File: src/hw/rtl/kufea_pkg.sv
// ----------------------------------------------------------------------------
// kufea_pkg
// shared constants, types and controller states for the edge acceptor
// ----------------------------------------------------------------------------
`default_nettype none

package kufea_pkg;

  localparam int NODES     = 1024;
  localparam int MAX_EDGES = 65536;
  localparam int NODE_W    = $clog2(NODES);
  localparam int CNT_W     = NODE_W + 1;
  localparam int EDGE_W    = $clog2(MAX_EDGES);
  localparam int WEIGHT_W  = 32;
  localparam int COST_W    = 32;
  localparam int SUM_W     = 42;

  localparam logic [CNT_W-1:0]  NODE_COUNT_RESET = CNT_W'(1024);
  localparam logic [CNT_W-1:0]  NODE_LIMIT       = CNT_W'(NODES);
  localparam logic [COST_W-1:0] COST_INIT        = COST_W'(2100000000);

  typedef enum logic [2:0] {
    ST_CLEAR,
    ST_IDLE,
    ST_FIND,
    ST_COMP,
    ST_LINK,
    ST_DONE
  } ctrl_state_t;

  // finished edge handed from the controller to the accumulator
  typedef struct packed {
    logic                done;
    logic                merge;
    logic [WEIGHT_W-1:0] weight;
    logic [COST_W-1:0]   cost;
    logic [EDGE_W-1:0]   number;
  } link_t;

endpackage

`default_nettype wire

File: src/hw/rtl/kufea_find_ctrl.sv
// ----------------------------------------------------------------------------
// kufea_find_ctrl
// clearing pass, root walk, path compression and root linking
// ----------------------------------------------------------------------------
`default_nettype none

module kufea_find_ctrl (
  input  wire logic                            clk,
  input  wire logic                            rst,
  input  wire logic                            in_valid,
  output logic                                 in_ready,
  input  wire logic [kufea_pkg::NODE_W-1:0]    in_endpoint_a,
  input  wire logic [kufea_pkg::NODE_W-1:0]    in_endpoint_b,
  input  wire logic [kufea_pkg::WEIGHT_W-1:0]  in_weight,
  input  wire logic [kufea_pkg::COST_W-1:0]    in_cost,
  input  wire logic [kufea_pkg::EDGE_W-1:0]    in_number,
  input  wire logic                            cfg_valid,
  input  wire logic [kufea_pkg::CNT_W-1:0]     cfg_data,
  output logic                                 wr_en,
  output logic      [kufea_pkg::NODE_W-1:0]    wr_addr,
  output logic      [kufea_pkg::NODE_W-1:0]    wr_data,
  output logic      [kufea_pkg::NODE_W-1:0]    rd_addr,
  input  wire logic [kufea_pkg::NODE_W-1:0]    rd_data,
  output kufea_pkg::link_t                     link,
  input  wire logic                            out_free
);

  kufea_pkg::ctrl_state_t state, state_next;

  logic [kufea_pkg::NODE_W-1:0]   clr_cnt;
  logic [kufea_pkg::CNT_W-1:0]    node_count;
  logic [kufea_pkg::NODE_W-1:0]   eb_r;
  logic [kufea_pkg::WEIGHT_W-1:0] weight_r;
  logic [kufea_pkg::COST_W-1:0]   cost_r;
  logic [kufea_pkg::EDGE_W-1:0]   number_r;
  logic [kufea_pkg::NODE_W-1:0]   cur;
  logic [kufea_pkg::NODE_W-1:0]   start;
  logic [kufea_pkg::NODE_W-1:0]   p;
  logic [kufea_pkg::NODE_W-1:0]   root;
  logic [kufea_pkg::NODE_W-1:0]   ra;
  logic                           side;
  logic                           merge;

  logic [kufea_pkg::CNT_W-1:0] limit;
  logic                        in_fire;
  logic                        in_range;
  logic                        at_root;
  logic                        comp_end;

  assign limit    = (node_count > kufea_pkg::NODE_LIMIT) ? kufea_pkg::NODE_LIMIT : node_count;
  assign in_fire  = in_valid && in_ready;
  assign in_range = ({1'b0, in_endpoint_a} < limit) && ({1'b0, in_endpoint_b} < limit);
  assign at_root  = (rd_data == cur);
  assign comp_end = (rd_data == root);

  always_ff @(posedge clk) begin
    if (rst) begin
      node_count <= kufea_pkg::NODE_COUNT_RESET;
    end else if (cfg_valid) begin
      node_count <= cfg_data;
    end
  end

  always_ff @(posedge clk) begin
    if (rst) begin
      state   <= kufea_pkg::ST_CLEAR;
      clr_cnt <= '0;
    end else begin
      state <= state_next;
      if (state == kufea_pkg::ST_CLEAR) begin
        clr_cnt <= clr_cnt + 1'b1;
      end
    end
  end

  // datapath registers
  always_ff @(posedge clk) begin
    case (state)
      kufea_pkg::ST_IDLE: begin
        if (in_fire) begin
          eb_r     <= in_endpoint_b;
          weight_r <= in_weight;
          cost_r   <= in_cost;
          number_r <= in_number;
          cur      <= in_endpoint_a;
          start    <= in_endpoint_a;
          side     <= 1'b0;
          merge    <= 1'b0;
        end
      end
      kufea_pkg::ST_FIND: begin
        if (at_root) begin
          root <= cur;
          if (start == cur) begin
            if (!side) begin
              ra    <= cur;
              side  <= 1'b1;
              start <= eb_r;
              cur   <= eb_r;
            end
          end else begin
            p <= start;
          end
        end else begin
          cur <= rd_data;
        end
      end
      kufea_pkg::ST_COMP: begin
        if (comp_end) begin
          if (!side) begin
            ra    <= root;
            side  <= 1'b1;
            start <= eb_r;
            cur   <= eb_r;
          end
        end else begin
          p <= rd_data;
        end
      end
      kufea_pkg::ST_LINK: begin
        merge <= (ra != root);
      end
      default: begin
      end
    endcase
  end

  // next state
  always_comb begin
    state_next = state;
    case (state)
      kufea_pkg::ST_CLEAR: begin
        if (clr_cnt == kufea_pkg::NODE_W'(kufea_pkg::NODES - 1)) begin
          state_next = kufea_pkg::ST_IDLE;
        end
      end
      kufea_pkg::ST_IDLE: begin
        if (in_fire) begin
          state_next = in_range ? kufea_pkg::ST_FIND : kufea_pkg::ST_DONE;
        end
      end
      kufea_pkg::ST_FIND: begin
        if (at_root) begin
          if (start == cur) begin
            state_next = side ? kufea_pkg::ST_LINK : kufea_pkg::ST_FIND;
          end else begin
            state_next = kufea_pkg::ST_COMP;
          end
        end
      end
      kufea_pkg::ST_COMP: begin
        if (comp_end) begin
          state_next = side ? kufea_pkg::ST_LINK : kufea_pkg::ST_FIND;
        end
      end
      kufea_pkg::ST_LINK: begin
        state_next = kufea_pkg::ST_DONE;
      end
      kufea_pkg::ST_DONE: begin
        if (out_free) begin
          state_next = kufea_pkg::ST_IDLE;
        end
      end
      default: begin
        state_next = kufea_pkg::ST_IDLE;
      end
    endcase
  end

  // memory ports and handshake
  always_comb begin
    in_ready = 1'b0;
    wr_en    = 1'b0;
    wr_addr  = p;
    wr_data  = root;
    rd_addr  = cur;
    case (state)
      kufea_pkg::ST_CLEAR: begin
        wr_en   = 1'b1;
        wr_addr = clr_cnt;
        wr_data = clr_cnt;
      end
      kufea_pkg::ST_IDLE: begin
        in_ready = 1'b1;
        rd_addr  = in_endpoint_a;
      end
      kufea_pkg::ST_FIND: begin
        if (at_root) begin
          rd_addr = (start == cur) ? eb_r : start;
        end else begin
          rd_addr = rd_data;
        end
      end
      kufea_pkg::ST_COMP: begin
        wr_en   = 1'b1;
        rd_addr = comp_end ? eb_r : rd_data;
      end
      kufea_pkg::ST_LINK: begin
        wr_en   = (ra != root);
        wr_addr = ra;
      end
      default: begin
      end
    endcase
  end

  assign link.done   = (state == kufea_pkg::ST_DONE) && out_free;
  assign link.merge  = merge;
  assign link.weight = weight_r;
  assign link.cost   = cost_r;
  assign link.number = number_r;

  a_busy_after_accept: assert property (@(posedge clk) disable iff (rst)
    in_fire |=> !in_ready)
    else $error("controller took a second item while busy");

  a_comp_not_root: assert property (@(posedge clk) disable iff (rst)
    (state == kufea_pkg::ST_COMP) |-> (p != root))
    else $error("compression walked onto the root");

  a_clear_once: assert property (@(posedge clk) disable iff (rst)
    (state != kufea_pkg::ST_CLEAR) |=> (state != kufea_pkg::ST_CLEAR))
    else $error("clearing pass restarted without reset");

endmodule

`default_nettype wire

File: config.mk
export PLATFORM = sky130hd
export DESIGN_NAME = kufea_find_ctrl
export DESIGN_NICKNAME = d
export VERILOG_FILES = /design/src/hw/rtl/kufea_pkg.sv /design/src/hw/rtl/kufea_find_ctrl.sv
export SDC_FILE = /design/constraint.sdc
export NUM_CORES = 1
export LEC_CHECK = 0
export BUFFER_PORTS_ARGS = -buffer_cell sky130_fd_sc_hd__buf_2
export CORE_UTILIZATION = 28
export DETAILED_ROUTE_END_ITERATION = 6
export GPL_ROUTABILITY_DRIVEN = 0
export PLACE_DENSITY = 0.6
export RECOVER_POWER = 50
export REMOVE_ABC_BUFFERS = 1
export SLEW_MARGIN = 20
export SYNTH_ARGS = -nofsm -noshare
export SYNTH_HDL_FRONTEND = slang
export SYNTH_SLANG_ARGS = --single-unit
File: constraint.sdc
create_clock -name clk -period 2.9 [get_ports clk]
set_input_delay 0.58 -clock clk [delete_from_list [all_inputs] [get_ports clk]]
set_output_delay 0.58 -clock clk [all_outputs]
set_load 0.05 [all_outputs]
======== Word-level counts from Yosys, hierarchy flattened ========
Cells that the tools add are included.
storage, ports and cells
  bits in registers ....................... 166
  latch bits .............................. 0
  RAM bits ................................ 0
  ROM bits ................................ 0
  bits of input ports ..................... 126
  word-level logic and storage cells ...... 100
  memories kept ........................... 0
operators by class
  $add $sub $neg .......................... 1
  multiply operators ...................... 0
  div/mod/pow operators ................... 0
  order comparisons ....................... 3
  eq/ne operators ......................... 21
  shifts and indexed selects .............. 0
  mux-type cells .......................... 45
  bitwise operators ....................... 0
  reductions and logical operators ........ 16
operators by type and width
  cell                                                    number
  two-way mux 10 bit                                      21
  case mux 10 bit (3 select lines)                        3
  case mux 10 bit (2 select lines)                        3
  == test 10 bit                                          3
  two-way mux 3 bit                                       8
  less-than comparator 10 x 11 -> 1 bit                   2
  != test 2 bit (second input constant)                   9
  case mux 3 bit (6 select lines)                         1
  greater-than comparator 11 bit (second input constant)  1
  two-way mux 11 bit                                      1
  adder 10 x 1 -> 10 bit (second input constant)          1
  == test 10 bit (second input constant)                  1
  != test 10 bit                                          1
  AND reduction 5 bit                                     2
  AND reduction 4 bit                                     2
  == test 3 x 2 -> 1 bit (second input constant)          2
  == test 3 bit (second input constant)                   2
  AND reduction 2 bit                                     3
  AND reduction 6 bit                                     1
  two-way mux 1 bit                                       5
  case mux 1 bit (2 select lines)                         2
  nonzero test 2 bit                                      2
  == test 3 x 1 -> 1 bit (second input constant)          1
  logical AND 1 bit                                       3
  other kinds (6)                                         6

======== Depth between registers and ports, before layout ========
Gate-level depths: netlist (run 1).
  word-level depth ........................ 7
  gate-level depth with buffers ........... 9

======== Worst setup path after synthesis (run 1) ========
OpenSTA, ideal clock, no wires.
  path kind ............................... reg-to-reg
  start ................................... reg state[0]
  end ..................................... reg cost_r[0] (netlist name), enable pin
  setup time .............................. 0.443 ns
  data arrival time ....................... 3.507 ns
  path slack .............................. -1.050 ns
  cell stages (with the launch flop) ...... 6
  path buffers ............................ 1
  cells stage by stage .................... dfxtp_1 > buf_2 > nor2b_1 > nor2b_1 > nand2_1 > inv_1
between the ends
  cells in the longest elaborated chain, start to end .. 4
RTL lines
  what                           RTL line                source
  from (decl)                    kufea_find_ctrl.sv:28   kufea_pkg::ctrl_state_t state, state_next;
  from (signal assigned)         kufea_find_ctrl.sv:66   state <= kufea_pkg::ST_CLEAR;
  from (signal assigned)         kufea_find_ctrl.sv:69   state <= state_next;
  == test 3 x 1 -> 1 bit         kufea_find_ctrl.sv:177  case (state)
  two-way mux 1 bit              kufea_find_ctrl.sv:177
  net in_ready                   kufea_find_ctrl.sv:11   output logic in_ready,
  logical AND 1 bit              kufea_find_ctrl.sv:51   assign in_fire = in_valid && in_ready;
  AND reduction 2 bit (no line)  -
  to (signal assigned)           kufea_find_ctrl.sv:83   cost_r <= in_cost;
  to (decl)                      kufea_find_ctrl.sv:34   logic [kufea_pkg::COST_W-1:0] cost_r;
The timed path passes the listed nets, and every way through them passes these cells.
A chain may end at the register's enable or synchronous reset.

======== Final worst setup path (run 1) ========
  start ................................... reg cur[4] (netlist name)
  end ..................................... out rd_addr[9] (netlist name)
between the ends
  cells in the longest elaborated chain, start to end .. 4
  elaborated cells between the ends (all ways) .. 5
  classes of those cells .................. eq/ne: 2; mux: 3
RTL lines
  what                                RTL line                source
  from (decl)                         kufea_find_ctrl.sv:36   logic [kufea_pkg::NODE_W-1:0] cur;
  from (signal assigned)              kufea_find_ctrl.sv:85   cur <= in_endpoint_a;
  from (signal assigned)              kufea_find_ctrl.sv:99   cur <= eb_r;
  from (signal assigned)              kufea_find_ctrl.sv:105  cur <= rd_data;
  == test 10 bit                      kufea_find_ctrl.sv:189  rd_addr = (start == cur) ? eb_r : start;
  two-way mux 10 bit                  kufea_find_ctrl.sv:189
  two-way mux 10 bit *                kufea_find_ctrl.sv:188  if (at_root) begin
  case mux 10 bit (3 select lines) *  kufea_find_ctrl.sv:177
  to (decl)                           kufea_find_ctrl.sv:22   output logic [kufea_pkg::NODE_W-1:0] rd_addr,
Every way passes the cells marked *; elsewhere a longest branch is shown, timed or not.

==> run_results.csv, run 1 <==
group,metric,value,unit
detailed_routing,drt-wirelength-per-cell,18.0,um
clocking,clkLatencyLatePin,0.44,ns
setup_path,path_delay_family,"simple AND/OR/NAND/NOR gates",
synthesis,seq_area_frac_synth,61.7,%
synthesis,synth_edf_count,142,
sta,period_needed,3.16,ns
synthesis,synth_cell_types,60,
grt,antenna_found_initial,2,
outcome,violations,"setup timing",
finish,syn2layout_area_growth,40.6,%
detailed_routing,via_per_inst,4.61,
hold_path,hold_path.class,"in2reg",
grt,grt_max_degree,44,
setup_path,crit_buf_inv,2,
synthesis,synthTopCellsByArea,"edfxtp_1 (55%), dfxtp_1 (6.3%), mux2_2 (5.9%)",
setup_path,worstPathRequired,2.32,ns
pwr,power_density,489,mW/mm^2
finish,n_fill_cell,2625,
sta,setup_ws,-0.262,ns
synthesis,ys_async_sr_fraction,0,%
sta,fmax,316,MHz
detailed_routing,ant_nets,0,
setup_path,r2r-end,"start[1]",
sta,relSlewSlack,34.8,%
pwr,pwr-share-comb,5.4,%
setup_path,r2r-start,"cur[5]",
sta,rsz0062_at_grt,"true",
grt,overflow,0,
synthesis,synthTopCellsByCount,"edfxtp_1 (142), nand2_1 (62), nor2_1 (45)",
synthesis,synth_area,0.00769,mm^2
clocking,clk_path_buf_depth,2,
hold_path,hold-path-endpoint,"weight_r[20]",
finish,layout-drive-gt1-share,39.6,%
sta,worstMarginPinSlew,0.978,ns
setup_path,start_kind,"flop",
setup_path,cp-startpoint,"cur[4]",
placed_design,io_buffers,239,
pwr,switching_share,24.7,%
finish,nNetsFinal,1057,
synthesis,synth_top_area_share,55.5,%
detailed_routing,drtPass1Iterations,5,
finish,multi_input_area,0.00304,mm^2
clocking,cts_buffers,17,
detailed_routing,drt_iter0_drc,360,
setup_path,worst_setup_path_end_kind,"output port",
synthesis,ys_ff_latch,166,
synthesis,synthFlopType,"edfxtp_1",
sta,hold_viol_final,0,
die,dieArea,0.0281,mm^2
die,die_h,168,um
die,num_io_pins,240,
synthesis,syn_inst,577,
synthesis,syn-mean-instance-area,13.3,um^2
pwr,switchingPower,1.30,mW
detailed_routing,num_vias,5843,
setup_path,cp.arrival,2.58,ns
die,die_width,168,um
synthesis,synth_warnings,0,
setup_path,critical-path-max-stage-delay,0.52,ns
clocking,cts-root-buf,"clkbuf_16",
placed_design,post-dp-hpwl,17400,um
setup_path,worst-r2r-setup-slack,0.34,ns
synthesis,yosys.area.top_type,"edfxtp_1",
die,fp.coreArea,0.0270,mm^2
detailed_routing,wirelength,22800,um
pwr,seq_power_share,49.3,%
clocking,clkTransAtPathRegs,0.08,ns
pwr,pwr-share-clk,45.4,%
sta,finClkSkew,0.0187,ns
hold_path,whs_path_depth,1,
pwr,ir_worst_vdd,0.384,mV
hold_path,hp-start,"in_weight[20]",
setup_path,critPathKind,"reg2out",
clocking,cts_tree,"yes",
job,maxCapViolations,0,
sta,final-max-slew-violation-count,0,
setup_path,r2r_cells,11,
setup_path,crit_chain,"xnor2_2, nand4_2, nor4_4, nor2b_4, buf_6, a221oi_2, a31oi_1, buf_4",
pwr,power.internal,3.98,mW
grt,grt_pass1_wl,34100,um
grt,grt_pass1_vias,5957,
die,fp-row-count,60,
outcome,status,"finished, violations left",
synthesis,synth.most_common_cell,"edfxtp_1",
clocking,clock-sinks,166,
die,start_util,28.5,%
finish,instances_no_fill,1268,
finish,ff_latch_area,0.00474,mm^2
sta,fin_crit_sh,109,%
placed_design,place_inst,1213,
setup_path,cp_max_fo,5,
clocking,hold_buffers,0,
setup_path,cpMaxStageDelayCell,"edfxtp_1",
pwr,totalPowerFinal,5.28,mW
pwr,p_leak,4.28,nW
grt,grtUsageTotal,16.2,%
clocking,htree_levels,4,
sta,finalSetupViolations,20,
detailed_routing,drc,0,
repair_timing:
item,in CTS,in global routing
resized for setup,41,21
cloned,0,0
pin swaps,19,16
endpoints found under the setup margin,11,11
setup buffers,10,11
worst max-delay path by stage:
stage | end | slack, ns | depth (start not counted)
after CTS | rd_addr[9] | -0.27 | 8
after floorplan | cost_r[0] | -1.55 | 4
after global routing | rd_addr[9] | -0.37 | 8
after detailed placement | rd_addr[6] | -0.23 | 10
final | rd_addr[9] | -0.26 | 8
after global placement | rd_addr[6] | -0.23 | 10
cell usage in the layout, fill, tap and decap left out, drive strengths merged, types with 2 or more instances in the layout:
cell type,netlist,routed
buf,11,245
edfxtp,142,142
clkbuf,12,111
nand2,62,62
nor2,46,46
mux2,42,42
mux2i,31,31
xnor2,30,30
dfxtp,24,24
a21oi,22,22
xor2,19,19
ha,19,19
o21ai,15,15
nand2b,12,12
a31oi,11,11
a221oi,10,10
inv,3,9
and3,8,8
nand4,8,8
clkinv,0,8
nor3,7,7
nor4,6,6
nor2b,4,4
a21o,4,4
nand3,3,3
a211oi,3,3
o211ai,3,3
diode,0,2
or2,2,2
nand3b,2,2
a21boi,2,2
layout make-up:
cell class | count | area share [%]
Timing Repair Buffer | 339 | 18.0
Antenna cell | 2 | 0.0463
Tap cell | 341 | 3.95
Inverter | 3 | 0.116
Clock buffer | 17 | 3.94
Multi-Input combinational cell | 385 | 28.1
Sequential cell | 166 | 43.9
Clock inverter | 15 | 1.87
worst reg2reg max path: stages (launching register included):
cell	delay, ns
edfxtp_1	0.42
buf_6	0.15
xnor2_2	0.11
nand4_1	0.17
buf_4	0.19
buf_4	0.13
nor3_4	0.20
buf_6	0.20
a21oi_1	0.11
nor3_2	0.17
a21boi_1	0.19
buf_4	0.22
per-layer routing:
| layer | global-route usage [%] | part of all wire (%) | wire [um] |
|---|---|---|---|
| met5 | 0 | 0 | 0 |
| met4 | 6.74 | 2.4 | 557 |
| met3 | 4.61 | 7.1 | 1630 |
| met2 | 26.8 | 48 | 11000 |
| met1 | 19.8 | 42 | 9700 |
cell families (layout without fill, tap and decap cells):
logic type                 count (synthesis)  count (layout)  share of synthesized area, %
adders and majority gates                 19              19                          3.09
other                                      0               2                             0
and+or+nand+nor                          167             167                          10.9
xor gates and xnor gates                  49              49                          5.68
AOI/OAI and AO/OA                         77              77                          6.80
DFF                                      166             166                          61.7
muxes                                     73              73                          10.2
buffers and inverters                     26             374                          1.59
sequential cells by signal (all words and copies together) (netlist names):
signal,flops
clr_cnt,10
cost_r,32
cur,10
eb_r,10
merge,1
node_count,11
number_r,16
p,10
ra,10
root,10
side,1
start,10
state,3
weight_r,32
power by group through the flow:
stage	logic [mW]	clock network (mW)	registers (mW)
2_1_floorplan	0.119	0	2.65
6_report	0.283	2.40	2.60
4_1_cts	0.282	2.46	2.60
5_1_grt	0.311	2.53	2.60
3_5_place_dp	0.278	0	2.66
3_3_place_gp	0.270	0	2.66
stage by stage:
step	setup slack, ns	TNS (ns)	hold slack, ns	util (%)	instance area [um^2]
after floorplan	-1.55	-157.34	0.461	-	7580
after global placement	-0.230	-1.20	0.474	36.5	9850
after detailed placement	-0.230	-1.41	0.485	36.5	9850
after CTS	-0.271	-2.18	0.287	39.9	10700
after global routing	-0.372	-5.85	0.285	40.1	10800
final	-0.262	-4.08	0.306	40.1	10800
Note: power is estimated with default switching activity, not from simulation.
==> inputs of run 2 (changes only) <==
--- a/config.mk
+++ b/config.mk
@@ -9,7 +9,7 @@
 export CORE_UTILIZATION = 28
 export DETAILED_ROUTE_END_ITERATION = 6
 export GPL_ROUTABILITY_DRIVEN = 0
-export PLACE_DENSITY = 0.6
+export PLACE_DENSITY = 0.58
 export RECOVER_POWER = 50
 export REMOVE_ABC_BUFFERS = 1
 export SLEW_MARGIN = 20
==> constraint.sdc (replaced) <==
create_clock -name clk -period 3.82 [get_ports clk]
set_input_delay 0.764 -clock clk [delete_from_list [all_inputs] [get_ports clk]]
set_output_delay 0.764 -clock clk [all_outputs]
set_load 0.05 [all_outputs]
==> run 2 against run 1 <==
  * The flow now finishes without violations
  * Clock power down 27%
  * Count of clock-buffer cells in the layout unchanged
  * Power down 26%
  * Combinational power down 30%
  * Wire length down 1.2%
  * Sequential cell count unchanged
  * Setup slack better by 0.48 ns
  * Die area unchanged
  * Via count down 6.1%
  * Critical path depth down 2
  * Sequential share of layout area up 3.9 points
==> run_results.csv, run 2 (same netlist as run 1, synthesis figures left out) <==
group,metric,value,unit
setup_path,cp_max_fo,21,
job,maxCapViolations,0,
clocking,clk_path_buf_depth,2,
hold_path,hp-start,"in_weight[4]",
sta,finalSetupViolations,0,
clocking,cts-root-buf,"clkbuf_16",
pwr,switchingPower,978,uW
clocking,clkLatencyLatePin,0.44,ns
detailed_routing,drtPass1Iterations,4,
sta,finClkSkew,0.0257,ns
outcome,status,"finished clean",
setup_path,critPathKind,"reg2out",
grt,grtUsageTotal,16.3,%
placed_design,post-dp-hpwl,17400,um
placed_design,place_area,0.00947,mm^2
finish,instances_no_fill,1188,
sta,worstMarginPinSlew,0.993,ns
die,start_util,28.5,%
clocking,hold_buffers,0,
finish,top_regs,"cost_r: 32 flops, weight_r: 32 flops, number_r: 16 flops",
finish,layout-drive-gt1-share,30.1,%
pwr,p_leak,3.79,nW
clocking,clkTransAtPathRegs,0.08,ns
finish,nNetsFinal,979,
die,die_width,168,um
die,die_h,168,um
placed_design,io_buffers,239,
die,fp-row-count,60,
die,dieArea,0.0281,mm^2
setup_path,crit_chain,"nor2_1, clkbuf_1, nand2_1, a31oi_1, or3_1, buf_2",
die,num_io_pins,240,
hold_path,hold_path.class,"in2reg",
grt,grt_pass1_wl,34200,um
finish,postLayoutCoreUtil,36.9,%
hold_path,hold-path-endpoint,"weight_r[4]",
sta,fin_crit_sh,94.4,%
setup_path,cp.arrival,2.84,ns
sta,relSlewSlack,33.8,%
pwr,ir_worst_vdd,0.293,mV
sta,final-max-slew-violation-count,0,
clocking,htree_levels,4,
setup_path,path_delay_family,"buffers and inverters",
detailed_routing,drt_iter0_drc,362,
finish,antenna_cells,0,
finish,syn2layout_area_growth,29.2,%
clocking,cts_buffers,17,
finish,fin_area,0.00993,mm^2
grt,grt_pass1_vias,5661,
sta,rsz0062_at_grt,"false",
sta,tns,0,ns
detailed_routing,via_per_inst,4.62,
setup_path,r2r-end,"weight_r[3]",
finish,final_common_cell,"edfxtp_1",
detailed_routing,drc,0,
setup_path,worst_setup_path_end_kind,"output port",
clocking,cts_tree,"yes",
sta,hold_viol_final,0,
hold_path,whs_path_depth,1,
grt,grt_max_degree,48,
detailed_routing,num_vias,5484,
sta,fmax,277,MHz
sta,period_needed,3.61,ns
setup_path,critical-path-max-stage-delay,0.69,ns
finish,n_fill_cell,2647,
setup_path,r2r_cells,5,
pwr,power.internal,2.93,mW
clocking,clock-sinks,166,
setup_path,start_kind,"flop",
setup_path,worstPathRequired,3.06,ns
die,fp.coreArea,0.0270,mm^2
detailed_routing,wirelength,22600,um
pwr,pwr-share-comb,5.1,%
setup_path,cpMaxStageDelayCell,"clkbuf_1",
detailed_routing,drt-wirelength-per-cell,19.0,um
pwr,pwr-share-clk,44.4,%
pwr,switching_share,25.0,%
setup_path,r2r-start,"state[0]",
finish,mostFrequentLayoutCells,"edfxtp_1 (142), buf_2 (141), clkbuf_1 (95)",
setup_path,cp-startpoint,"state[0]",
placed_design,place_inst,1154,
setup_path,crit_buf_inv,2,
pwr,seq_power_share,50.5,%
grt,antenna_found_initial,0,
grt,overflow,0,
detailed_routing,ant_nets,0,
pwr,power_density,394,mW/mm^2
setup_path,worst-r2r-setup-slack,0.96,ns
==> run 2: worst max-delay path by stage <==
| stage | to | slack, ns | cells past startpoint |
|---|---|---|---|
| final | wr_en | 0.21 | 6 |
| after global placement | rd_addr[8] | 0.28 | 9 |
| after global routing | wr_en | 0.02 | 6 |
| after detailed placement | rd_addr[9] | 0.25 | 9 |
| after floorplan | cost_r[0] | -0.63 | 4 |
| after CTS | rd_addr[9] | 0.05 | 7 |
==> run 2: layout make-up <==
type	instances	area (um^2)	area share [%]
sequential	166	4740	47.8
timing repair buffer	261	1350	13.6
tap	341	427	4.29
inverter	3	13.8	0.139
multi-input combinational	385	2820	28.3
clock buffer	17	425	4.28
clock inverter	15	159	1.60
==> run 2: timing repair <==
action                                  in CTS  in global routing
setup buffers                                0                  2
endpoints found under the setup margin       0                  5
gates resized for setup                      0                  0
==> run 2: per-stage QoR <==
stage,hold slack [ns],power [mW],setup slack [ns]
floorplan,0.461,2.10,-0.627
global placement,0.477,2.21,0.277
detailed placement,0.488,2.22,0.246
CTS,0.480,3.96,0.0475
global route,0.479,4.04,0.0248
finish,0.488,3.91,0.213
==> run 2: power groups by stage <==
stage                     clock network [mW]  registers (mW)  logic [mW]
after floorplan                            0            2.01      0.0900
after global placement                     0            2.02       0.196
after detailed placement                   0            2.02       0.201
after CTS                               1.78            1.98       0.202
after global routing                    1.85            1.98       0.220
final                                   1.74            1.98       0.198
==> run 2: metal layers <==
layer | vias up | routed length, um | share of wire [%] | global-route usage (%)
li1 | 2658 | - | - | -
met2 | 207 | 11200 | 50 | 27.9
met3 | 16 | 1390 | 6.1 | 4.07
met5 | - | 0 | 0 | 0
met1 | 2603 | 9660 | 43 | 20.3
met4 | 0 | 320 | 1.4 | 4.83
