==> config.mk <==
export PLATFORM = sky130hd
export DESIGN_NAME = kufea_accum
export DESIGN_NICKNAME = d
export VERILOG_FILES = /design/src/hw/rtl/kufea_pkg.sv /design/src/hw/rtl/kufea_accum.sv
export SDC_FILE = /design/constraint.sdc
export NUM_CORES = 1
export LEC_CHECK = 0
export BUFFER_PORTS_ARGS = -buffer_cell sky130_fd_sc_hd__clkbuf_2
export CAP_MARGIN = 20
export CORE_MARGIN = 3
export CORE_UTILIZATION = 50
export DETAILED_ROUTE_END_ITERATION = 8
export GPL_TIMING_DRIVEN = 0
export PLACE_DENSITY = 0.84
export SLEW_MARGIN = 25
export SYNTH_ARGS = -nofsm -noshare
export SYNTH_HDL_FRONTEND = slang
export SYNTH_SLANG_ARGS = --single-unit
==> constraint.sdc <==
create_clock -name clk -period 4.3 [get_ports clk]
set_input_delay 0.43 -clock clk [delete_from_list [all_inputs] [get_ports clk]]
set_output_delay 0.43 -clock clk [all_outputs]
set_load 0.01 [all_outputs]
==> src/hw/rtl/kufea_pkg.sv <==
// ----------------------------------------------------------------------------
// kufea_pkg
// shared constants, types and controller states for the edge acceptor
// ----------------------------------------------------------------------------
`default_nettype none

package kufea_pkg;

  localparam int NODES     = 1024;
  localparam int MAX_EDGES = 65536;
  localparam int NODE_W    = $clog2(NODES);
  localparam int CNT_W     = NODE_W + 1;
  localparam int EDGE_W    = $clog2(MAX_EDGES);
  localparam int WEIGHT_W  = 32;
  localparam int COST_W    = 32;
  localparam int SUM_W     = 42;

  localparam logic [CNT_W-1:0]  NODE_COUNT_RESET = CNT_W'(1024);
  localparam logic [CNT_W-1:0]  NODE_LIMIT       = CNT_W'(NODES);
  localparam logic [COST_W-1:0] COST_INIT        = COST_W'(2100000000);

  typedef enum logic [2:0] {
    ST_CLEAR,
    ST_IDLE,
    ST_FIND,
    ST_COMP,
    ST_LINK,
    ST_DONE
  } ctrl_state_t;

  // finished edge handed from the controller to the accumulator
  typedef struct packed {
    logic                done;
    logic                merge;
    logic [WEIGHT_W-1:0] weight;
    logic [COST_W-1:0]   cost;
    logic [EDGE_W-1:0]   number;
  } link_t;

endpackage

`default_nettype wire

==> src/hw/rtl/kufea_accum.sv <==
// ----------------------------------------------------------------------------
// kufea_accum
// weight total, best cost tracking and result output register
// ----------------------------------------------------------------------------
`default_nettype none

module kufea_accum (
  input  wire logic                          clk,
  input  wire logic                          rst,
  input  kufea_pkg::link_t                   link,
  output logic                               out_free,
  output logic                               out_valid,
  input  wire logic                          out_ready,
  output logic                               out_accepted,
  output logic      [kufea_pkg::SUM_W-1:0]   out_total,
  output logic      [kufea_pkg::COST_W-1:0]  out_min_cost,
  output logic      [kufea_pkg::EDGE_W-1:0]  out_min_edge
);

  logic [kufea_pkg::SUM_W-1:0]  weight_sum, weight_sum_next;
  logic [kufea_pkg::COST_W-1:0] best_cost, best_cost_next;
  logic [kufea_pkg::EDGE_W-1:0] best_edge, best_edge_next;

  assign out_free = !out_valid || out_ready;

  always_comb begin
    weight_sum_next = weight_sum;
    best_cost_next  = best_cost;
    best_edge_next  = best_edge;
    if (link.merge) begin
      weight_sum_next = weight_sum + kufea_pkg::SUM_W'(link.weight);
      if (link.cost < best_cost) begin
        best_cost_next = link.cost;
        best_edge_next = link.number;
      end
    end
  end

  always_ff @(posedge clk) begin
    if (rst) begin
      weight_sum <= '0;
      best_cost  <= kufea_pkg::COST_INIT;
      best_edge  <= '0;
      out_valid  <= 1'b0;
    end else begin
      if (link.done) begin
        weight_sum <= weight_sum_next;
        best_cost  <= best_cost_next;
        best_edge  <= best_edge_next;
        out_valid  <= 1'b1;
      end else if (out_ready) begin
        out_valid <= 1'b0;
      end
    end
  end

  always_ff @(posedge clk) begin
    if (link.done) begin
      out_accepted <= link.merge;
      out_total    <= weight_sum_next;
      out_min_cost <= best_cost_next;
      out_min_edge <= best_edge_next;
    end
  end

  a_cost_never_rises: assert property (@(posedge clk) disable iff (rst)
    !rst |=> (best_cost <= $past(best_cost)))
    else $error("best cost increased");

  a_sum_moves_on_done: assert property (@(posedge clk) disable iff (rst)
    !link.done |=> $stable(weight_sum))
    else $error("weight total changed without a finished edge");

endmodule

`default_nettype wire
* Yosys cells after proc, flatten, opt, wreduce, memory -nomap -nowiden *
Index checks and enable logic that the tools add are counted.

word-level totals
  logic and storage cells = 20
  bits of input ports = 85
  flip-flop bits (word level) = 182
  output and inout bits = 93

operators by class
  order comparisons = 1
  muxes and demuxes = 7
  reductions and logical operators = 3
  add/subtract/negate cells = 1

operator list
  cell                                       count
  32-bit two-way mux                         2
  42-bit by 32-bit adder with 42-bit output  1
  42-bit two-way mux                         1
  32-bit less-than comparator                1
  16-bit two-way mux                         2
  1-bit two-way mux                          2
  2-bit nonzero test                         1
  1-bit zero test                            1
  1-bit logical OR                           1

* Logic depth before layout (Yosys ltp) *
Gate-level depths: netlist (run 1).

  depth in word-level cells = 3
  mapped depth = 12
  gate-level depth less buffers = 10

* Worst setup path before layout (run 1) *
OpenSTA, ideal clock, no wires.

  path kind = input to register
  start point = input link[48] (netlist bit)
  end point = register out_total[38] (netlist bit), data pin
  buffers on the path = 1
  data arrival time = 2.827 ns
  data required time = 4.034 ns
  cell stages on the path = 11
  slack = 1.208 ns
  setup time = 0.266 ns
  path through = ha_1 -> fa_1 -> a211oi_2 -> o211ai_2 -> a221oi_2 -> o32a_4 -> o31ai_4 -> a221oi_2 -> buf_6 -> nor3_1 -> xor2_1

between the ends
  longest elaborated chain between the ends = 2

RTL lines
  item                                       line               text
  start, declared                            kufea_accum.sv:10  input kufea_pkg::link_t link,
  42-bit by 32-bit adder with 42-bit output  kufea_accum.sv:31  weight_sum_next = weight_sum + kufea_pkg::SUM_W'(link.weight);
  42-bit two-way mux                         kufea_accum.sv:30  if (link.merge) begin
  via weight_sum_next (one bit)              kufea_accum.sv:20  logic [kufea_pkg::SUM_W-1:0] weight_sum, weight_sum_next;
  end signal, assigned                       kufea_accum.sv:60  out_total <= weight_sum_next;
  end, declared                              kufea_accum.sv:15  output logic [kufea_pkg::SUM_W-1:0] out_total,

The timed path passes the listed nets, and every way through them passes these cells.
A chain may end at the register's enable or synchronous reset.

* Final worst setup path (run 1) *
  start point = register weight_sum[0] (netlist bit)
  end point = register out_total[40] (netlist bit), data pin

between the ends
  longest elaborated chain between the ends = 2

RTL lines
  item                                       line               text
  start, declared                            kufea_accum.sv:20
  start signal, assigned                     kufea_accum.sv:47  weight_sum <= weight_sum_next;
  42-bit by 32-bit adder with 42-bit output  kufea_accum.sv:31
  42-bit two-way mux                         kufea_accum.sv:30
  via weight_sum_next (one bit)              kufea_accum.sv:20

The timed path passes the listed nets, and every way through them passes these cells.

==> impl_summary.md, run 1 <==
Run status
The run finished with clean final reports.

Power
The share of total power dissipated in combinational logic is 19.0%. The portion of total power attributed to sequential cells is between 40% and 50%. Power spread over the standard cell area amounts to 381 nW/um^2. The internal power of the cells totals around 3.2 mW.

The part of the power in the clock network is between 30% and 40%. Net switching is 27.8% of the power. For this design the total switching power over the nets is 1.22 mW. The static leakage is 5.00 nW. The maximum ir drop on the vdd rail is 0.000250 V.

Min path
The hold-critical path depth is 3. The worst min-delay path category is in -> reg. The worst min-delay path endpoint is best_edge[14]. The source of the worst hold timing path is link[14].

Synthesis
After synthesis, the netlist uses 67 different library cells. For this run, the number of Yosys warnings is 0. The netlist area before placement is 9720 um^2. The proportion of register bits with asynchronous set or reset after synthesis is 0%. The share of the Yosys chip area taken by registers is between 40% and 50%. The synthesized netlist net count is around 1100. In this run the mean area of a mapped cell was ~10 um^2.

Counting flops with a built-in enable in the synthesized netlist gives 91. The primary flip-flop cell chosen by synthesis mapping is sky130_fd_sc_hd__edfxtp_1. In the synthesized netlist, the number of instances is 959.

After synthesis the netlist holds a flip-flop and latch count of 182.

Job
Across the run, the number of max-cap violations was 0.

Detailed routing
The average detailed-routed wire length per instance is 16.9 um. The detail route stage leaves a number of antenna-violating nets equal to 0. The routed metal-1 wirelength is between 10000 and 15000 um. The final routed DRC violation total is 0. The pre-antenna-repair detailed-routing pass consisted of 5 iterations.

After detailed routing, the number of vias per cell comes to 5.52. The detailed router finished its first iteration with roughly 520 violations. The amount of wire on met3 after detailed routing is 1090 um. The amount of wire on met2 after detailed routing is 11300 um. The post-detailed-routing wire length is 24200 um. For this block, the via count after detailed routing is 7898. After detailed routing, no signal wire sits above met4.

Clocking
Clock tree synthesis inserted a total of 17 buffers. The clock tree from TritonCTS is built. The number of sinks handled by clock tree synthesis is 182. In this run the post-CTS setup repair buffer count came out at 0. CTS built an H-tree with a depth of 4. The largest buffer count on any clock path is 2. For this design, the CTS-stage hold fixing added 0 buffers. For the worst-skew pair, the clock arrives at the later sink with an insertion delay of 420 ps. After clock tree synthesis, the clock-pin slew on the worst setup and hold paths is approximately 70 ps.

The post-cts gate resize count is 0. The cell sitting at the root of the clock tree is a sky130_fd_sc_hd__clkbuf_16.

Critical path
The worst reg2reg path startpoint is weight_sum[0]. For this run, the slowest stage of the critical path takes roughly 540 ps. The cell with the largest stage delay on the worst path is sky130_fd_sc_hd__a221oi_2. Measured in cells, the most critical reg-to-reg path has a length of 11.

The largest driver fanout on the critical path is 10. Traced cell by cell, the critical path runs through ha_1 > fa_1 > a211oi_2 > o211ai_2 > a221oi_2 > o32a_4 > o31ai_4 > a221oi_2 > buf_6 > nor4_2 > xor2_1. STA classifies the critical path startpoint as a flop. The cell type group with the largest total delay on the critical path is compound AO/OA/AOI/OAI gates.

Data arrives at the worst endpoint at around 3700 ps. By instance count, the cell type seen most on the critical path is sky130_fd_sc_hd__a221oi_2. The worst reg-to-reg setup slack is 800 ps. Together, buffers and inverters on the worst path number 1. The required time of the critical path is 4460 ps. The endpoint class of the critical path is a flop. The start-to-end type of the worst setup path is reg -> reg.

The critical register-to-register path endpoint is out_total[40]. The critical path crosses 11 cells after its start point.

Layout
Cells fill 61.2% of the core in the end. From synthesis to final layout, the design area changed by 18.9%. The leading cell type in the layout, fill and taps excluded is sky130_fd_sc_hd__clkbuf_2.

The count of cells in the finished layout, fillers not included, comes to 1430. The post-route cell area is 11600 um^2. In the layout the commonest cells are sky130_fd_sc_hd__clkbuf_2, sky130_fd_sc_hd__nand2_1, sky130_fd_sc_hd__dfxtp_1, sky130_fd_sc_hd__edfxtp_1, sky130_fd_sc_hd__nor2_1. The number of nets in the final layout is 1305. Fill cells in the final layout number 1644. In the final layout, the share of cells above drive strength 1 is 24.4%.

STA
The number of hold violations in the final report is 0. The worst path in the final design needs a cycle of 3500 ps, including I/O delays and setup. On the final layout, the worst hold slack is 261 ps.

The transition time at the pin with the least slew margin is 764 ps. Setup repair after global routing left no endpoint under its margin. The final clock period utilization by the worst path is 81.4%. The total negative slack for setup checks is 0 ps. The clock arrives with between 10 and 15 ps of skew. The normalized max-slew margin is a little under 50%. The final-report max-slew violation count is 0. Derived from the worst setup path, the maximum achievable clock frequency is 0.286 GHz. The count of endpoints failing setup in the final report is 0.

Placement
The routability congestion estimate is around 0.96. In this run, placement finished with an instance count of 1397. The count of buffers from port buffering is between 150 and 200. Once detailed placement completed, the half-perimeter wirelength came to between 15000 and 20000 um. The cell area after placement is 11000 um^2.

Die
The number of rows in the core area is 50. The die covers ~21000 um^2. During I/O placement, the number of pins put on the boundary was roughly 180. The floorplan die width is 145 um. The core box area is 18900 um^2. The floorplan step set the die height to 145 um. For this configuration, the core starts out at a cell density of 51.4%.

GRT
The wire length of the first global-routing pass is just under 40000 um. Entering global routing, the biggest net connects 54 pins. For this run, the total global-route usage over all layers was measured as a little under a quarter.

Summed over all layers, the global routing overflow is 0. The number of antenna violations at the first check in global routing is 1. The number of global-route vias before repair came to 7779.
[layout make-up]
type	count	area (um^2)	share of cell area, %
inverters	39	146	1.27
plain buffers	55	233	2.01
repair buffers	178	922	7.98
diodes	1	2.50	0.0217
multi-input cells	683	4780	41.4
well taps	260	325	2.82
clock inverters	11	108	0.931
clock buffers	21	482	4.17
flip-flops and latches	182	4550	39.4
[flip-flops by register name (all words and copies together) (netlist names)]
register,cells
out_total,42
weight_sum,42
best_cost,32
out_min_cost,32
best_edge,16
out_min_edge,16
out_accepted,1
out_valid,1
[worst max-delay path by stage]
| stage | from | end |
|---|---|---|
| global route | weight_sum[0] | out_total[40] |
| detailed placement | link[48] | out_total[40] |
| CTS | weight_sum[0] | out_total[40] |
| global placement | link[81] | best_cost[10] |
| finish | weight_sum[0] | out_total[40] |
| floorplan | link[48] | out_total[38] |
[per-stage QoR]
| step | setup slack, ps | power (mW) |
|---|---|---|
| 2_1_floorplan | 1210 | 2.59 |
| 3_3_place_gp | 399 | 2.86 |
| 3_5_place_dp | 620 | 2.88 |
| 4_1_cts | 836 | 4.43 |
| 5_1_grt | 662 | 4.61 |
| 6_report | 800 | 4.41 |
[metal layers]
layer  global-route usage, %  vias up
li1                        -     3869
met1                    30.5     3713
met2                    36.8      258
met3                    3.52       58
met4                    9.50        0
met5                       0        -
[cell families after synthesis]
family | synth area share (%)
buf+inv | 3.90
compound gates | 15.1
simple gates | 12.6
fa+ha+maj | 8.32
flops | 46.9
xor+xnor | 3.43
mux | 9.79
[cell usage after synthesis (all sizes together) (21+ instances only)]
| cell type | number | share of area [%] |
|---|---|---|
| o21ai | 54 | 2.8 |
| a21o | 25 | 1.9 |
| mux2 | 48 | 5.6 |
| nor2 | 71 | 2.7 |
| xnor2 | 25 | 2.3 |
| ha | 63 | 8.1 |
| nand2 | 111 | 4.3 |
| inv | 38 | 1.5 |
| a21oi | 67 | 3.5 |
| edfxtp | 91 | 28 |
| dfxtp | 91 | 19 |
| o211ai | 21 | 1.7 |
| mux2i | 41 | 4.2 |
| clkbuf | 36 | 1.4 |
[worst register-to-register path: stages (launching register included)]
cell and delay, ps:
sky130_fd_sc_hd__dfxtp_1 320, sky130_fd_sc_hd__ha_1 230, sky130_fd_sc_hd__fa_1 460, sky130_fd_sc_hd__a211oi_2 270, sky130_fd_sc_hd__o211ai_2 150, sky130_fd_sc_hd__a221oi_2 470, sky130_fd_sc_hd__o32a_4 280, sky130_fd_sc_hd__o31ai_4 100
sky130_fd_sc_hd__a221oi_2 550, sky130_fd_sc_hd__buf_6 220, sky130_fd_sc_hd__nor4_2 60, sky130_fd_sc_hd__xor2_1 150
[power by group through the flow]
stage	combinational (mW)	sequential [mW]	clock (mW)
6_report	0.837	2.01	1.56
5_1_grt	0.928	2.03	1.65
4_1_cts	0.835	2.01	1.58
3_5_place_dp	0.826	2.05	0
3_3_place_gp	0.807	2.05	0
2_1_floorplan	0.502	2.09	0
Power figures use the tool's default switching activity.
==> run 2, diff against run 1 <==
==> constraint.sdc (replaced) <==
create_clock -name clk -period 3.6 [get_ports clk]
set_input_delay 0.36 -clock clk [delete_from_list [all_inputs] [get_ports clk]]
set_output_delay 0.36 -clock clk [all_outputs]
set_load 0.01 [all_outputs]
==> run 2 against run 1 <==
Clock-buffer cell count stayed put. Sequential share of layout area hardly changed. Combinational power is 19% higher. Worst setup slack worse by 600 ps. Global-route usage stayed put.
==> impl_summary.md, run 2 (synthesized netlist as in run 1, its figures left out) <==
Run status
The run finished with clean final reports.

Die
The die height is 145 um (unchanged). The die area was 21100 um^2 (unchanged). The number of rows in the core area was 50 (unchanged). The starting utilization of the core area is 51.4% (unchanged). The core box area is 18900 um^2 (unchanged).

The number of ports placed on the die boundary is 178 (unchanged). The floorplan die width is 145 um (unchanged).

STA
The final period demand of the worst path is 3400 ps (-101 ps). The total negative slack for setup checks was 0 ps (unchanged). The final setup slack of the worst path is 201 ps (-599 ps).

The number of hold violations in the final report is 0 (unchanged). The clock skew is 11.1 ps (-0.252 ps). The final-report max-slew violation count is 0 (unchanged). The highest clock rate was 0.294 GHz (+3.0%). The final clock period utilization by the worst path is 94.4% (+13 points).

Setup repair after global routing left no endpoint under its margin. The count of endpoints failing setup in the final report is 0 (unchanged). The worst hold slack is 191 ps (-69.6 ps).

The transition time at the pin with the least slew margin is 763 ps (-1.10 ps). The normalized max-slew margin is 49.1% (+0.073 points).

GRT
The global router's overall resource usage is 22.7% (unchanged). The overflow left after global routing is 0 (unchanged). The number of global-route vias before repair is 7779 (unchanged). The maximum number of pins on one net before global-route repair is 54 (unchanged).

The wire length of the first global-routing pass came to 39500 um (unchanged). The number of antenna violations at the first check in global routing is 1 (unchanged).

Detailed routing
The residual antenna-violating net count after detailed routing is 0 (unchanged). The average detailed-routed wire length per instance is 16.9 um (about the same). The number of detailed-route iterations in the first pass is 5 (unchanged). The mean number of vias per cell is 5.54 (+0.23%). The final routed DRC violation total is 0 (unchanged).

The post-detailed-routing wire length is 24200 um (about the same). The initial detailed-routing violation count is 529 (+0.95%). The total via count after detailed routing is 7916 (+0.23%).

Critical path
The critical path goes through ha_1 > fa_1 > a211oi_2 > o211ai_2 > a221oi_2 > o32a_4 > o31ai_4 > a221oi_4 > buf_6 > nor4_2 > xor2_1. The kind of start point of the critical path is a flop. The longest individual stage delay on the worst path is 470 ps (-70 ps).

The largest driver fanout on the critical path was 10 (unchanged). The buffering stage count on the worst path with inverters included is 1 (unchanged). The data arrival time of the critical path came to 3560 ps (-100 ps). The worst setup path is captured at a flop. The start-to-end type of the worst setup path is reg -> reg.

The kind of cell with the highest combined delay along the critical path is compound AO/OA/AOI/OAI gates. The most critical setup path has its endpoint at out_total[40]. The depth of the critical timing path with buffers and inverters included came to 11 (unchanged).

The worst reg-to-reg setup slack is 200 ps (-600 ps). The largest individual stage delay along the critical path comes from the cell sky130_fd_sc_hd__a221oi_2. The startpoint of the most critical setup path is weight_sum[0]. In this run the critical register-to-register path is launched from weight_sum[0]. The required time of the critical path is 3760 ps (-700 ps). The endpoint identified for the worst register-to-register timing path is out_total[40]. The worst reg2reg path depth is 11 (unchanged).

Job
The number of maximum-capacitance violations is 0 (unchanged).

Layout
The leading cell type in the layout, fill and taps excluded is sky130_fd_sc_hd__clkbuf_2. The share of post-route cells with drive strength above 1 came to 24.4% (unchanged). The post-route cell area is 11600 um^2 (about the same). The area overhead of the layout relative to synthesis is 19.0% (about the same). Leaving out fill and tap cells, the most frequent cells in the layout are sky130_fd_sc_hd__clkbuf_2, sky130_fd_sc_hd__nand2_1, sky130_fd_sc_hd__dfxtp_1, sky130_fd_sc_hd__edfxtp_1, sky130_fd_sc_hd__nor2_1. The non-filler instance count after layout is 1430 (unchanged). The largest registers in the layout are out_total: 42 flops, weight_sum: 42 flops. The number of nets in the final layout was 1305 (unchanged). The final standard cell utilization of the core is 61.2% (about the same).

Placement
The routability congestion estimate is 0.958 (unchanged). The total instance count after detailed placement is 1397 (unchanged). The count of buffers from port buffering is 177 (unchanged). The HPWL reported at the end of detailed placement is 18200 um (unchanged).

The cell area after placement is 11000 um^2 (unchanged). The worst setup slack before clock tree synthesis was -10.1 ps (-630 ps).

Power
The static leakage was 5.00 nW (about the same). The power per unit of standard cell area is 455 nW/um^2 (+19%). The maximum ir drop on the vdd rail is 0.000299 V (+19%).

The total power consumption of the routed design is 5.27 mW (+19%).

Clocking
The number of post-CTS setup repair buffers is 0 (unchanged). The largest buffer count on any clock path is 2 (unchanged). The clock transition at the register clock pins on the worst setup and hold paths after CTS came to 70 ps (about the same). The number of sinks handled by clock tree synthesis is 182 (unchanged).

The source-to-sink clock delay at the later pin of the worst-skew pair is 420 ps (about the same). The total clock buffers created by CTS came to 17 (unchanged). The tree is rooted in a sky130_fd_sc_hd__clkbuf_16. The clock tree from TritonCTS is built. The count of hold-fix buffers inserted at cts is 0 (unchanged).

The post-cts gate resize count is 0 (unchanged). The H-tree depth is 4 (unchanged).

Min path
The worst hold path belongs to the class in -> reg. The hold-critical path depth is 3 (unchanged).
==> run 2: cell counts in the layout (fill, tap and decap cells not counted) <==
No cell type changed its count.
==> run 2: tightest hold or removal path, stage by stage <==
cell                       delay (ps)
sky130_fd_sc_hd__clkbuf_2          80
sky130_fd_sc_hd__mux2i_1           60
sky130_fd_sc_hd__nor2_1            80
==> run 2: final cells by class <==
cell class,count,area [um^2]
diodes,1,2.50
plain buffers,55,233
clock buffers,21,482
clock inverters,11,108
fillers,1642,7330
inverters,39,146
multi-input cells,683,4790
flip-flops and latches,182,4550
well taps,260,325
repair buffers,178,922
==> run 2: per-layer routing <==
| metal | routed length [um] | up-vias | track usage, % |
|---|---|---|---|
| met2 | 11400 | 263 | 36.8 |
| met3 | 1030 | 59 | 3.52 |
| met1 | 10900 | 3725 | 30.5 |
| met5 | 0 | - | 0 |
| li1 | - | 3869 | - |
| met4 | 867 | 0 | 9.50 |
==> run 2: worst min path at each step <==
stage | startpoint | to | slack (ps)
4_1_cts | link[12] | best_edge[12] | 170
2_1_floorplan | weight_sum[12] | weight_sum[12] | 450
3_5_place_dp | weight_sum[13] | weight_sum[13] | 470
6_report | link[14] | best_edge[14] | 190
3_3_place_gp | weight_sum[25] | weight_sum[25] | 460
5_1_grt | link[14] | best_edge[14] | 190
==> run 2: report_power, final <==
group          switching (mW)  leakage [nW]  internal [mW]
clock                   0.811         0.292           1.05
sequential             0.0589          1.65           2.35
combinational           0.594          3.06          0.410
==> run 3, diff against run 2 <==
==> constraint.sdc (replaced) <==
create_clock -name clk -period 3.6 [get_ports clk]
set_input_delay 0.18 -clock clk [delete_from_list [all_inputs] [get_ports clk]]
set_output_delay 0.18 -clock clk [all_outputs]
set_load 0.01 [all_outputs]
==> run 3 against run 2 <==
Combinational power hardly changed. Wire length hardly changed. Largest power group unchanged. Global-route usage hardly changed.
==> impl_summary.md, run 3 (synthesized netlist as in run 1, its figures left out) <==
Run status
The run finished with clean final reports.

Power
The static leakage is 5.02 nW (+0.33%). The maximum ir drop on the vdd rail is 0.000300 V (+0.51%). The power per unit of standard cell area is 454 nW/um^2 (-0.21%). The switching power total is 1.47 mW (+0.31%).

The internal power was 3.81 mW (about the same). The part of the power in the clock network was 35.3% (about the same). The fraction of power spent switching nets was 27.8% (+0.047 points).

The share of total power in combinational logic is 19.1% (about the same). The portion of total power attributed to sequential cells came to 45.6% (about the same).

STA
The normalized max-slew margin was 49.9% (+0.84 points). The number of hold violations in the final report is 0 (unchanged). The count of endpoints failing setup in the final report is 0 (unchanged). The highest clock rate is 0.293 GHz (-0.28%).

Setup repair after global routing left no endpoint under its margin. The transition time at the pin with the least slew margin is 751 ps (-12.5 ps). The clock skew was 9.13 ps (-1.96 ps). The final period demand of the worst path is 3410 ps (+9.39 ps). The final clock period utilization by the worst path is 94.7% (+0.26 points).

The final-report max-slew violation count is 0 (unchanged).

Detailed routing
The initial detailed-routing violation count is 544 (+2.8%). The post-detailed-routing wire length came to 24200 um (about the same). The average detailed-routed wire length per instance is 16.9 um (-0.21%). The mean number of vias per cell is 5.51 (-0.51%).

The total via count after detailed routing is 7898 (-0.23%). The number of detailed-route iterations in the first pass is 5 (unchanged). The final routed DRC violation total is 0 (unchanged).

The residual antenna-violating net count after detailed routing is 0 (unchanged).

GRT
In this run the most used layer during global routing was met2. The met2 track demand over resource in global routing was 36.8% (+0.047 points). The overflow left after global routing was 0 (unchanged). The global routing usage on met3 came to 3.49% (-0.031 points). The maximum number of pins on one net before global-route repair is 54 (unchanged). The global router's overall resource usage is 22.7% (about the same).

The number of global-route vias before repair came to 7789 (+0.13%). The wire length of the first global-routing pass came to 39500 um (about the same). The met1 layer usage reported by global route is 30.5% (about the same). The number of antenna violations at the first check in global routing is 1 (unchanged).

Clocking
The clock tree from TritonCTS is built. The number of sinks handled by clock tree synthesis is 182 (unchanged). The largest buffer count on any clock path is 2 (unchanged). The source-to-sink clock delay at the later pin of the worst-skew pair is 420 ps (about the same).

The total clock buffers created by CTS was 17 (unchanged). The clock root buffer is sky130_fd_sc_hd__clkbuf_16. The clock transition at the register clock pins on the worst setup and hold paths after CTS is 70 ps (about the same). The H-tree depth is 4 (unchanged).

Critical path
The required time of the critical path came to 3770 ps (about the same). The start-to-end type of the worst setup path is reg -> reg. The worst setup path is launched from a flop. The worst reg-to-reg setup slack is 190 ps (about the same). The worst reg2reg path depth came to 10 (-1). The worst reg2reg path startpoint is weight_sum[0]. The largest driver fanout on the critical path is 4 (-6). The data arrival time of the critical path is 3580 ps (+20 ps).

In this run the critical register-to-register path is captured at out_total[24]. The worst setup path is captured at a flop.

Min path
In this run the most critical hold path is launched from link[1]. The hold-critical path depth is 3 (unchanged). For hold timing, the worst endpoint is best_edge[1]. The worst min-delay path category is in -> reg.

Layout
The largest registers in the layout are out_total: 42 flops, weight_sum: 42 flops. The leading cell type in the layout, fill and taps excluded is sky130_fd_sc_hd__clkbuf_2. The non-filler instance count after layout came to 1434 (+0.28%). The post-route cell area is 11600 um^2 (+0.35%). The number of fill cells is 1637 (-0.30%).

The share of post-route cells with drive strength above 1 is 24.3% (-0.083 points). The area overhead of the layout relative to synthesis is 19.5%. The number of nets in the final layout came to 1309 (+0.31%). In the layout the commonest cells are sky130_fd_sc_hd__clkbuf_2, sky130_fd_sc_hd__nand2_1, sky130_fd_sc_hd__dfxtp_1, sky130_fd_sc_hd__edfxtp_1, sky130_fd_sc_hd__nor2_1.

Die
The floorplan die width came to 145 um (unchanged). The starting utilization of the core area came to 51.4% (unchanged). The number of ports placed on the die boundary came to 178 (unchanged). The die area was 21100 um^2 (unchanged). The die height is 145 um (unchanged).

The core box area is 18900 um^2 (unchanged). The number of rows in the core area is 50 (unchanged).

Placement
The HPWL reported at the end of detailed placement was 18200 um (unchanged). The count of buffers from port buffering is 177 (unchanged). The total instance count after detailed placement was 1397 (unchanged). The cell area after placement was 11000 um^2 (unchanged). The routability congestion estimate is 0.958 (unchanged).

Job
The number of maximum-capacitance violations is 0 (unchanged).
-- run 3: changes by cell type in the layout (fill, tap and decap cells not counted), sizes merged --
| cell | delta |
|---|---|
| dlygate4sd3 | +4 |
-- run 3: per-stage QoR --
stage	power, mW	util [%]	worst slack (ps)	hold WS, ps	setup TNS [ps]
after floorplan	3.09	-	645	279	0
after global placement	3.41	57.8	-51.3	432	-1440
after detailed placement	3.44	58.0	139	440	0
after CTS	5.30	61.4	136	3.28	0
after global routing	5.51	61.4	60.5	17.9	0
final	5.27	61.4	192	13.6	0
-- run 3: critical path, stage by stage, from the launching register on --
cell                       delay, ps
sky130_fd_sc_hd__dfxtp_1         320
sky130_fd_sc_hd__ha_1            230
sky130_fd_sc_hd__fa_1            460
sky130_fd_sc_hd__a211oi_2        270
sky130_fd_sc_hd__o211ai_2        150
sky130_fd_sc_hd__a221oi_2        470
sky130_fd_sc_hd__o21bai_1        160
sky130_fd_sc_hd__a31oi_1         400
sky130_fd_sc_hd__o21bai_1        240
sky130_fd_sc_hd__xor2_1          180
sky130_fd_sc_hd__mux2_2          280
-- run 3: layout make-up --
type,instances,area [um^2],area share (%)
inverters,39,146,1.26
well taps,260,325,2.80
clock inverters,11,108,0.927
diodes,1,2.50,0.0216
repair buffers,182,962,8.29
flip-flops and latches,182,4550,39.2
multi-input cells,683,4790,41.3
clock buffers,21,482,4.15
plain buffers,55,233,2.01
-- run 3: worst max path at each step --
stage / cells past startpoint / to / from
6_report: 10 / out_total[24] / weight_sum[0]
5_1_grt: 10 / out_total[24] / weight_sum[0]
4_1_cts: 11 / out_total[40] / weight_sum[0]
3_5_place_dp: 11 / out_total[40] / weight_sum[0]
3_3_place_gp: 6 / best_cost[10] / link[81]
2_1_floorplan: 11 / out_total[38] / weight_sum[0]
-- run 3: repair_timing --
action	CTS	global route
buffers inserted	0	0
endpoints found under the setup margin	0	5
hold buffers	4	0
endpoints found under the hold margin	4	0
resized for setup	0	1
-- run 3: power by group through the flow --
stage / combinational, mW / clock (mW) / sequential [mW]
2_1_floorplan: 0.600 / 0 / 2.49
3_3_place_gp: 0.964 / 0 / 2.45
3_5_place_dp: 0.987 / 0 / 2.45
4_1_cts: 1.00 / 1.89 / 2.41
5_1_grt: 1.11 / 1.98 / 2.42
6_report: 1.01 / 1.86 / 2.41
-- run 3: per-layer routing --
metal | vias to the layer above | routed length, um
met1 | 3706 | 10800
met2 | 255 | 11400
met3 | 57 | 1150
li1 | 3880 | -
met5 | - | 0
met4 | 0 | 872
